### src/rtl/b64enc_pkg.sv
// shared types, constants and the character table for the base64 stream encoder
// no dependencies
`timescale 1ns / 1ps

package b64enc_pkg;

    localparam int QUEUE_DEPTH = 2;

    localparam logic [7:0] PAD_CHAR   = 8'h3D;
    localparam logic [7:0] PLUS_CHAR  = 8'h2B;
    localparam logic [7:0] SLASH_CHAR = 8'h2F;
    localparam logic [5:0] SEXTET_MASK = 6'h3f;

    // one 24-bit group ready for the character stage
    typedef struct packed {
        logic [23:0] bits;
        logic [1:0]  pads;
        logic        fin;
    } group_t;

    // maps one 6-bit slice to its ascii character
    function automatic logic [7:0] sextet_char(input logic [5:0] v);
        logic [7:0] c;
        if (v < 6'd26)
            c = 8'h41 + {2'b00, v};
        else if (v < 6'd52)
            c = 8'h61 + {2'b00, v - 6'd26};
        else if (v < 6'd62)
            c = 8'h30 + {2'b00, v - 6'd52};
        else if (v == 6'd62)
            c = PLUS_CHAR;
        else
            c = SLASH_CHAR;
        return c;
    endfunction

endpackage

### src/rtl/b64enc_byte_if.sv
// valid/ready channel carrying raw message bytes
// no dependencies
`timescale 1ns / 1ps

interface b64enc_byte_if;
    logic       valid;
    logic       ready;
    logic [7:0] data_byte;
    logic       final_byte;

    modport source (output valid, output data_byte, output final_byte, input ready);
    modport sink (input valid, input data_byte, input final_byte, output ready);
endinterface

### src/rtl/b64enc_char_if.sv
// valid/ready channel carrying encoded characters
// no dependencies
`timescale 1ns / 1ps

interface b64enc_char_if;
    logic       valid;
    logic       ready;
    logic [7:0] code_char;
    logic       last_char;

    modport source (output valid, output code_char, output last_char, input ready);
    modport sink (input valid, input code_char, input last_char, output ready);
endinterface

### src/rtl/base64_stream_encoder_top.sv
// Base64 stream encoder with the standard alphabet. One byte is taken per cycle
// while the group queue has room; every third byte, or any byte flagged final,
// forms a group of four characters, padded with '=' when the final group is
// short, and last_char marks the closing character. Characters leave one per
// cycle from a registered output while char_out.ready is high, so the character
// stage sets the sustained rate. The group queue lets bytes keep arriving while
// earlier groups are still being sent out or the output is stalled.
// depends on b64enc_pkg, b64enc_byte_if, b64enc_char_if, front, queue, back
`timescale 1ns / 1ps

module base64_stream_encoder_top #(
    parameter int QUEUE_DEPTH = b64enc_pkg::QUEUE_DEPTH
) (
    input  logic          clk,
    input  logic          rst_n,
    b64enc_byte_if.sink   byte_in,
    b64enc_char_if.source char_out
);

    logic               push;
    b64enc_pkg::group_t push_group;
    logic               full;
    logic               pop;
    b64enc_pkg::group_t pop_group;
    logic               empty;

    b64enc_front u_front (
        .clk        (clk),
        .rst_n      (rst_n),
        .byte_in    (byte_in),
        .push       (push),
        .push_group (push_group),
        .queue_full (full)
    );

    b64enc_queue #(
        .DEPTH (QUEUE_DEPTH)
    ) u_queue (
        .clk        (clk),
        .rst_n      (rst_n),
        .push       (push),
        .push_group (push_group),
        .full       (full),
        .pop        (pop),
        .pop_group  (pop_group),
        .empty      (empty)
    );

    b64enc_back u_back (
        .clk       (clk),
        .rst_n     (rst_n),
        .pop_group (pop_group),
        .empty     (empty),
        .pop       (pop),
        .char_out  (char_out)
    );

endmodule

### src/rtl/b64enc_front.sv
// front stage: collects bytes into 24-bit groups and pushes finished groups
// depends on b64enc_pkg, b64enc_byte_if
`timescale 1ns / 1ps

module b64enc_front (
    input  logic                 clk,
    input  logic                 rst_n,
    b64enc_byte_if.sink          byte_in,
    output logic                 push,
    output b64enc_pkg::group_t   push_group,
    input  logic                 queue_full
);

    logic [15:0] pending_reg, pending_next;
    logic [1:0]  pos_reg, pos_next;
    logic [1:0]  pos;
    logic        emit;
    logic        accept;

    assign byte_in.ready = !queue_full;
    assign accept = byte_in.valid && byte_in.ready;

    // unused count value three behaves as a full pair pending
    assign pos  = (pos_reg == 2'd3) ? 2'd2 : pos_reg;
    assign emit = (pos == 2'd2) || byte_in.final_byte;
    assign push = accept && emit;

    always_comb
    begin
        push_group.fin = byte_in.final_byte;
        case (pos)
            2'd0:
            begin
                push_group.bits = {byte_in.data_byte, 16'h0000};
                push_group.pads = 2'd2;
            end
            2'd1:
            begin
                push_group.bits = {pending_reg[15:8], byte_in.data_byte, 8'h00};
                push_group.pads = 2'd1;
            end
            default:
            begin
                push_group.bits = {pending_reg, byte_in.data_byte};
                push_group.pads = 2'd0;
            end
        endcase
    end

    always_comb
    begin
        pending_next = pending_reg;
        pos_next     = pos_reg;
        if (accept)
        begin
            if (emit)
            begin
                pending_next = 16'h0000;
                pos_next     = 2'd0;
            end
            else if (pos == 2'd0)
            begin
                pending_next = {byte_in.data_byte, 8'h00};
                pos_next     = 2'd1;
            end
            else
            begin
                pending_next = {pending_reg[15:8], byte_in.data_byte};
                pos_next     = 2'd2;
            end
        end
    end

    always_ff @(posedge clk or negedge rst_n)
    begin
        if (!rst_n)
        begin
            pending_reg <= 16'h0000;
            pos_reg     <= 2'd0;
        end
        else
        begin
            pending_reg <= pending_next;
            pos_reg     <= pos_next;
        end
    end

endmodule

### src/rtl/b64enc_queue.sv
// small group queue between the front and back stages
// depends on b64enc_pkg
`timescale 1ns / 1ps

module b64enc_queue #(
    parameter int DEPTH = b64enc_pkg::QUEUE_DEPTH
) (
    input  logic               clk,
    input  logic               rst_n,
    input  logic               push,
    input  b64enc_pkg::group_t push_group,
    output logic               full,
    input  logic               pop,
    output b64enc_pkg::group_t pop_group,
    output logic               empty
);

    localparam int PW = (DEPTH > 1) ? $clog2(DEPTH) : 1;
    localparam int CW = $clog2(DEPTH + 1);
    localparam logic [PW-1:0] LAST_PTR = PW'(DEPTH - 1);
    localparam logic [CW-1:0] FULL_CNT = CW'(DEPTH);

    b64enc_pkg::group_t mem [DEPTH];
    logic [PW-1:0] wr_ptr_reg, wr_ptr_next;
    logic [PW-1:0] rd_ptr_reg, rd_ptr_next;
    logic [CW-1:0] count_reg, count_next;
    logic          do_push, do_pop;

    assign full      = (count_reg == FULL_CNT);
    assign empty     = (count_reg == '0);
    assign do_push   = push && !full;
    assign do_pop    = pop && !empty;
    assign pop_group = mem[rd_ptr_reg];

    always_comb
    begin
        wr_ptr_next = wr_ptr_reg;
        rd_ptr_next = rd_ptr_reg;
        count_next  = count_reg;
        if (do_push)
            wr_ptr_next = (wr_ptr_reg == LAST_PTR) ? '0 : wr_ptr_reg + 1'b1;
        if (do_pop)
            rd_ptr_next = (rd_ptr_reg == LAST_PTR) ? '0 : rd_ptr_reg + 1'b1;
        if (do_push && !do_pop)
            count_next = count_reg + 1'b1;
        else if (do_pop && !do_push)
            count_next = count_reg - 1'b1;
    end

    always_ff @(posedge clk)
    begin
        if (do_push)
            mem[wr_ptr_reg] <= push_group;
    end

    always_ff @(posedge clk or negedge rst_n)
    begin
        if (!rst_n)
        begin
            wr_ptr_reg <= '0;
            rd_ptr_reg <= '0;
            count_reg  <= '0;
        end
        else
        begin
            wr_ptr_reg <= wr_ptr_next;
            rd_ptr_reg <= rd_ptr_next;
            count_reg  <= count_next;
        end
    end

endmodule

### src/rtl/b64enc_back.sv
// back stage: turns each queued group into four characters, one per cycle while char_out.ready allows
// depends on b64enc_pkg, b64enc_char_if
`timescale 1ns / 1ps

module b64enc_back (
    input  logic               clk,
    input  logic               rst_n,
    input  b64enc_pkg::group_t pop_group,
    input  logic               empty,
    output logic               pop,
    b64enc_char_if.source      char_out
);

    b64enc_pkg::group_t group_reg, group_next;
    logic       busy_reg, busy_next;
    logic [1:0] idx_reg, idx_next;
    logic       ovalid_reg, ovalid_next;
    logic [7:0] char_reg, char_next;
    logic       last_reg, last_next;
    logic       produce;
    logic       group_done;
    logic [5:0] sextet;
    logic       is_pad;

    assign char_out.valid     = ovalid_reg;
    assign char_out.code_char = char_reg;
    assign char_out.last_char = last_reg;

    // output register frees up when empty or taken this cycle
    assign produce    = busy_reg && (!ovalid_reg || char_out.ready);
    assign group_done = produce && (idx_reg == 2'd3);
    assign pop        = !empty && (!busy_reg || group_done);

    always_comb
    begin
        case (idx_reg)
            2'd0:    sextet = group_reg.bits[23:18];
            2'd1:    sextet = group_reg.bits[17:12];
            2'd2:    sextet = group_reg.bits[11:6];
            default: sextet = group_reg.bits[5:0];
        endcase
        sextet = sextet & b64enc_pkg::SEXTET_MASK;
        // pads cover the tail slots of the group
        is_pad = ({1'b0, idx_reg} >= (3'd4 - {1'b0, group_reg.pads}));
    end

    always_comb
    begin
        group_next  = group_reg;
        busy_next   = busy_reg;
        idx_next    = idx_reg;
        ovalid_next = ovalid_reg;
        char_next   = char_reg;
        last_next   = last_reg;

        if (ovalid_reg && char_out.ready)
            ovalid_next = 1'b0;

        if (produce)
        begin
            ovalid_next = 1'b1;
            char_next   = is_pad ? b64enc_pkg::PAD_CHAR : b64enc_pkg::sextet_char(sextet);
            last_next   = group_reg.fin && (idx_reg == 2'd3);
            idx_next    = idx_reg + 2'd1;
            if (idx_reg == 2'd3)
                busy_next = 1'b0;
        end

        if (pop)
        begin
            group_next = pop_group;
            busy_next  = 1'b1;
            idx_next   = 2'd0;
        end
    end

    always_ff @(posedge clk)
    begin
        group_reg <= group_next;
        char_reg  <= char_next;
        last_reg  <= last_next;
    end

    always_ff @(posedge clk or negedge rst_n)
    begin
        if (!rst_n)
        begin
            busy_reg   <= 1'b0;
            idx_reg    <= 2'd0;
            ovalid_reg <= 1'b0;
        end
        else
        begin
            busy_reg   <= busy_next;
            idx_reg    <= idx_next;
            ovalid_reg <= ovalid_next;
        end
    end

endmodule
### src/flat_wrapper.sv
// flat-port wrapper written by rule: the top's interface ports become plain ports
module base64_stream_encoder_top_flat 
#(
    parameter int QUEUE_DEPTH = b64enc_pkg::QUEUE_DEPTH
)
  (clk, rst_n, byte_in_valid, byte_in_data_byte, byte_in_final_byte, byte_in_ready, char_out_valid, char_out_code_char, char_out_last_char, char_out_ready);
  b64enc_byte_if byte_in_i ();
  b64enc_char_if char_out_i ();
  input  logic clk;
  input  logic rst_n;
  input wire logic [$bits(byte_in_i.valid)-1:0] byte_in_valid;
  input wire logic [$bits(byte_in_i.data_byte)-1:0] byte_in_data_byte;
  input wire logic [$bits(byte_in_i.final_byte)-1:0] byte_in_final_byte;
  output wire logic [$bits(byte_in_i.ready)-1:0] byte_in_ready;
  output wire logic [$bits(char_out_i.valid)-1:0] char_out_valid;
  output wire logic [$bits(char_out_i.code_char)-1:0] char_out_code_char;
  output wire logic [$bits(char_out_i.last_char)-1:0] char_out_last_char;
  input wire logic [$bits(char_out_i.ready)-1:0] char_out_ready;
  assign byte_in_i.valid = byte_in_valid;
  assign byte_in_i.data_byte = byte_in_data_byte;
  assign byte_in_i.final_byte = byte_in_final_byte;
  assign byte_in_ready = byte_in_i.ready;
  assign char_out_valid = char_out_i.valid;
  assign char_out_code_char = char_out_i.code_char;
  assign char_out_last_char = char_out_i.last_char;
  assign char_out_i.ready = char_out_ready;
  base64_stream_encoder_top #(.QUEUE_DEPTH(QUEUE_DEPTH)) u_core (.clk(clk), .rst_n(rst_n), .byte_in(byte_in_i), .char_out(char_out_i));
endmodule
### config.mk
export PLATFORM = sky130hd
export DESIGN_NAME = base64_stream_encoder_top_flat
export DESIGN_NICKNAME = d
export VERILOG_FILES = /design/src/rtl/b64enc_pkg.sv /design/src/rtl/b64enc_byte_if.sv /design/src/rtl/b64enc_char_if.sv /design/src/rtl/base64_stream_encoder_top.sv /design/src/rtl/b64enc_front.sv /design/src/rtl/b64enc_queue.sv /design/src/rtl/b64enc_back.sv /design/src/flat_wrapper.sv
export SDC_FILE = /design/constraint.sdc
export NUM_CORES = 1
export LEC_CHECK = 0
export BUFFER_PORTS_ARGS = -buffer_cell sky130_fd_sc_hd__buf_2
export CAP_MARGIN = 20
export CORE_ASPECT_RATIO = 1.4
export CORE_MARGIN = 3
export CORE_UTILIZATION = 61
export DETAILED_ROUTE_END_ITERATION = 12
export HOLD_SLACK_MARGIN = 0.1
export PLACE_DENSITY = 0.79
export SLEW_MARGIN = 20
export SYNTH_ARGS = -nofsm -noshare
export SYNTH_HDL_FRONTEND = slang
export SYNTH_SLANG_ARGS = --single-unit
### constraint.sdc
create_clock -name clk -period 4.2 [get_ports clk]
set_clock_uncertainty 0.05 [all_clocks]
set_input_delay 0.42 -clock clk [delete_from_list [all_inputs] [get_ports clk]]
set_output_delay 0.42 -clock clk [all_outputs]
set_load 0.02 [all_outputs]
==> results.py, run 1 <==
metrics = {
    "grt": {
        "use_met2": 0.375,
        "grt_pass1_wl_um": 15700,
        "grt_max_degree": 32,
        "grt_busiest_layer": "met2",
        "use_met1": 0.245,
        "grt_pass1_vias": 3203,
        "globalRouteOverflowTotal": 0,
        "use_met3": 0.0598,
        "grt_usage": 0.218,
        "antenna_found_initial": 0,
    },
    "placed_design": {
        "hpwl_um": 6260,
        "pre_cts_slack_ns": 0.831,
        "globalplace.congestion": 0.848,
        "port_buffers": 23,
    },
    "route": {
        "initialDrtViolationCount": 157,
        "vias_per_cell": 5.95,
        "drtAntennaViolNets": 0,
        "dr.pass1.iters": 8,
        "drc": 1,
        "detail_route.wl_per_cell_um": 18.4,
        "vias": 3024,
        "wirelength_um": 9340,
    },
    "floorplan": {
        "ios": 24,
        "die_w_um": 83.6,
        "die-area_sq_mm": 0.00958,
        "start_util": 0.627,
        "fp.dieH_um": 115,
        "rows": 39,
        "core_area_sq_mm": 0.00820,
    },
    "critical_path": {
        "cp-end-kind": "flip-flop",
        "critPathLaunchType": "flip-flop",
        "critPathRequiredTime_ns": 4.31,
        "reg2regPathDepth": 10,
        "cp.arrival_ns": 3.53,
        "critPathMaxFanout": 9,
        "critPathKind": "flip-flop to flip-flop",
    },
    "synth": {
        "syn_inst": 358,
        "synth.most_common_cell": "edfxtp_1",
        "yosysWarnings": 0,
        "synth_edf_count": 90,
        "synth-adder-area-share": 0.0411,
        "yosys.area_share.simple": 0.0752,
        "avgSynthCellArea_sq_um": 14.4,
        "syn_area_sq_mm": 0.00514,
        "syn-num-nets": 387,
        "yosysSeqAreaShare": 0.652,
        "synth.area.top_cells": "edfxtp_1 53%, dfrtp_1 13%, mux2_2 7.9%",
        "post-synth-top-area-fraction": 0.526,
        "synth_seq_cells": 116,
        "synth_common_cells": "90 x edfxtp_1, 36 x mux2_2, 27 x nand2_1, 26 x dfrtp_1, 17 x a22o_1",
        "synth_ff_type": "edfxtp_1",
        "synth_compound_area_frac": 0.108,
        "async_flop_share": 0.224,
        "synthXorXnorAreaFrac": 0.0204,
        "synth_top_family_by_area": "compound AO/OA/AOI/OAI gates",
        "synth.largest_area_cell": "edfxtp_1",
        "muxShareOfSynthArea": 0.0827,
        "ys_types": 51,
    },
    "timing": {
        "period_share": 0.816,
        "worst_pin_slew_ns": 1.06,
        "fmax_ghz": 0.292,
        "slew_violations": 0,
        "setup_ws_ns": 0.773,
        "setup_viol": 0,
        "rsz0062_at_grt": "false",
        "finalHoldViolations": 0,
        "fin_tns_setup_ns": 0,
        "maxSlewHeadroom": 0.293,
        "fin_crit_ns": 3.43,
    },
    "cts": {
        "clock-sinks": 116,
        "cts_setup_buffers": 0,
        "clock-root-buffer": "clkbuf_16",
        "htreeDepth": 4,
        "cts_resized": 0,
        "hold_buffers": 1,
        "ctsLongestPathBuffers": 2,
        "cts_tree": "built",
        "cts_buffers": 17,
        "clk_latency_ns": 0.40,
        "clk_pin_slew_ns": 0.05,
    },
    "job": {
        "cap_violations": 0,
    },
    "hold_path": {
        "min_path_cells": 1,
        "hold_path_class": "primary input to flip-flop",
    },
    "cells_and_area": {
        "layout.nets": 424,
        "drive_above_1_share": 0.256,
        "largest_reg_flops": 54,
        "antenna_cells": 0,
        "area_growth_pct": 15.2,
    },
    "power_and_ir_drop": {
        "power_density_mw_per_mm2": 865,
        "p_leak_uw": 0.00227,
        "total_power_uw": 5120,
        "peakVddDrop_mv": 0.516,
    },
    "status": {
        "status": "finished, violations left",
        "violations": "DRC",
    },
}
## per-stage QoR
stage | hold slack (ns) | utilization | instances | instance area [sq um]
3_3_place_gp | 0.409 | 0.656 | 477 | 5380
4_1_cts | 0.199 | 0.722 | 508 | 5920
5_1_grt | 0.221 | 0.723 | 508 | 5920
3_5_place_dp | 0.417 | 0.656 | 477 | 5380
2_1_floorplan | 0.0744 | - | 358 | 5140
6_report | 0.226 | 0.723 | 508 | 5920
## area by class of cell
type / instances / area [sq um]
Sequential cell: 116 / 3350
Fill cell: 533 / 2270
Tap cell: 102 / 128
Inverter: 17 / 68.8
Clock inverter: 9 / 88.8
Clock buffer: 21 / 440
Multi-Input combinational cell: 216 / 1700
Timing Repair Buffer: 27 / 148
## routing by layer
metal / part of all wire / wire [um]
met1: 0.40 / 3710
met2: 0.53 / 4960
met3: 0.042 / 391
met4: 0.030 / 284
met5: 0 / 0
## layout by cell type, fill, tap and decap left out, types with 4 or more instances in the layout
cell type	n
edfxtp_1	90
mux2_2	36
nand2_1	27
dfrtp_1	25
buf_2	23
a22o_1	17
clkbuf_16	17
ha_1	16
nor2_1	15
inv_1	14
o21ai_0	13
a21oi_1	11
and2_1	11
xnor2_1	8
a22oi_1	5
nand2b_1	5
clkinv_1	5
nor2b_1	4
xor2_1	4
clkbuf_1	4
## worst paths after layout
check | from | endpoint | slack, ns
setup / recovery | u_core.u_back.idx_reg[1] | u_core.u_back.char_out.code_char[4] | 0.77
hold / removal | byte_in_final_byte | u_core.u_queue.mem[0][0] | 0.23
setup reg to reg | u_core.u_back.idx_reg[1] | u_core.u_back.char_out.code_char[4] | 0.77
hold reg to reg | u_core.u_front.pending_reg[10] | u_core.u_front.pending_reg[10] | 0.43
max in group asynchronous | rst_n | u_core.u_queue.rd_ptr_reg | 3.10
min in group asynchronous | rst_n | u_core.u_front.pending_reg[2] | 0.54
## logic make-up after synthesis
logic type,Yosys count
buffers and inverters,26
DFF,116
AOI/OAI and AO/OA,72
xor gates and xnor gates,12
and+or+nand+nor,77
muxes,38
adders and majority gates,17
## critical path: stages (launching register included)
cell,delay [ns]
dfrtp_1,0.45
inv_1,0.12
ha_1,0.28
a222oi_1,0.65
a21oi_4,0.23
ha_1,0.36
nand2b_1,0.18
nor2_2,0.05
maj3_2,0.31
or3_1,0.30
a31o_1,0.20
## where the power goes
part / internal, uW / leakage, uW / switching (uW)
sequential: 1680 / 0.00117 / 190
clock: 849 / 0.000258 / 439
combinational: 815 / 0.000848 / 1150
No activity file was read; power rests on OpenSTA's default activity.
==> run 2: changes to the inputs <==
clock period = 3.2 ns   (was 4.2 ns; I/O delays follow)
==> results.py, run 2 (synthesized netlist as in run 1, its figures left out) <==
metrics = {
    "floorplan": {
        "die-area_sq_mm": 0.00958,
        "core_area_sq_mm": 0.00820,
        "rows": 39,
        "start_util": 0.627,
        "fp.dieH_um": 115,
        "die_w_um": 83.6,
        "ios": 24,
    },
    "cells_and_area": {
        "drive_above_1_share": 0.303,
        "layout.nets": 435,
        "largest_reg_flops": 54,
        "area_growth_pct": 19.2,
        "stdcell_area_sq_mm": 0.00613,
        "final_cell_mix": "90 x edfxtp_1, 36 x mux2_2, 27 x nand2_1",
        "final_common_cell": "edfxtp_1",
        "finalNonFillerCells": 521,
        "antenna_cells": 0,
    },
    "timing": {
        "fmax_ghz": 0.329,
        "worst_pin_slew_ns": 0.806,
        "fin_tns_setup_ns": 0,
        "maxSlewHeadroom": 0.461,
        "setup_viol": 0,
        "period_share": 0.951,
        "slew_violations": 0,
        "finalHoldViolations": 0,
        "fin_crit_ns": 3.04,
    },
    "critical_path": {
        "critPathLaunchType": "flip-flop",
        "critPathKind": "flip-flop to flip-flop",
        "cp-end-kind": "flip-flop",
        "cp.arrival_ns": 3.15,
        "critPathMaxFanout": 6,
        "critPathRequiredTime_ns": 3.31,
        "reg2regPathDepth": 13,
    },
    "route": {
        "drtAntennaViolNets": 0,
        "top_layer_used": "met4",
        "detail_route.wl_per_cell_um": 19.8,
        "wl_met1_um": 3920,
        "drc": 0,
        "vias_per_cell": 5.97,
        "dr.pass1.iters": 4,
        "wl_met3_um": 361,
        "vias": 3110,
        "wirelength_um": 10300,
        "route.met2.wl_um": 5630,
        "initialDrtViolationCount": 186,
    },
    "cts": {
        "cts_tree": "built",
        "htreeDepth": 4,
        "clk_latency_ns": 0.40,
        "clock-root-buffer": "clkbuf_16",
        "clk_pin_slew_ns": 0.05,
        "clock-sinks": 116,
        "ctsLongestPathBuffers": 2,
        "cts_buffers": 17,
    },
    "hold_path": {
        "hold_path_class": "primary input to flip-flop",
        "min_path_cells": 1,
    },
    "placed_design": {
        "placed_cells": 488,
        "port_buffers": 23,
        "dpl_cell_area_sq_mm": 0.00547,
        "globalplace.congestion": 0.863,
        "hpwl_um": 6680,
    },
    "power_and_ir_drop": {
        "p_leak_uw": 0.00236,
        "power_density_mw_per_mm2": 1180,
        "peakVddDrop_mv": 0.747,
    },
    "status": {
        "status": "finished, final reports clean",
    },
    "grt": {
        "grt_max_degree": 31,
        "grt_usage": 0.234,
        "antenna_found_initial": 0,
        "grt_pass1_vias": 3262,
        "grt_pass1_wl_um": 16700,
        "globalRouteOverflowTotal": 0,
    },
    "job": {
        "cap_violations": 0,
    },
}
-- run 2: where the power goes --
group	internal (uW)	switching [uW]	leakage, uW
combinational	1210	1710	0.000903
clock	1290	637	0.000287
sequential	2200	170	0.00117
total	4710	2510	0.00236
-- run 2: worst max-delay path, cell delays in order, from the launching register on --
cell	delay, ns
dfrtp_2	0.45
inv_1	0.19
ha_4	0.21
a222oi_1	0.10
buf_4	0.15
a21oi_4	0.21
buf_4	0.17
clkinv_4	0.06
ha_1	0.22
nand2b_1	0.14
nor2_2	0.05
maj3_2	0.30
or3_1	0.31
a31o_1	0.20
-- run 2: path summary, 6_finish.rpt --
path / startpoint / to / slack, ns
worst max register to register: u_core.u_back.idx_reg[1] / u_core.u_back.char_out.code_char[4] / 0.16
min in group asynchronous: rst_n / u_core.u_front.pending_reg[2] / 0.43
worst min register to register: u_core.u_front.pending_reg[14] / u_core.u_front.pending_reg[14] / 0.43
max in group asynchronous: rst_n / u_core.u_back.idx_reg[1] / 2.20
worst max-delay path: u_core.u_back.idx_reg[1] / u_core.u_back.char_out.code_char[4] / 0.16
worst min-delay path: byte_in_final_byte / u_core.u_queue.mem[0][0] / 0.13
-- run 2: timing repair --
item,in CTS,in global routing
hold endpoints to repair,26,0
setup endpoints to repair,0,5
resized for setup,0,9
hold buffers,1,0
buffers inserted,0,0
-- run 2: metal layers --
| layer | vias to the layer above | track usage |
|---|---|---|
| li1 | 1451 | - |
| met1 | 1533 | 0.254 |
| met2 | 94 | 0.409 |
| met3 | 32 | 0.0641 |
| met4 | 0 | 0.137 |
| met5 | - | 0 |
-- run 2: stage by stage --
step | total power [uW] | utilization | hold WS [ns] | worst slack [ns]
after CTS | 7190 | 0.743 | 0.104 | 0.0251
final | 7220 | 0.748 | 0.129 | 0.157
after global placement | 5090 | 0.667 | 0.307 | 0.204
after floorplan | 4410 | - | -0.0256 | 0.143
after detailed placement | 5200 | 0.667 | 0.320 | 0.0941
after global routing | 7630 | 0.748 | 0.103 | -0.00190
-- run 2: layout make-up --
class / instances / area [sq um]
Timing Repair Buffer: 38 / 230
Clock buffer: 17 / 425
Multi-Input combinational cell: 216 / 1740
Fill cell: 531 / 2070
Clock inverter: 15 / 189
Inverter: 17 / 68.8
Sequential cell: 116 / 3360
Tap cell: 102 / 128
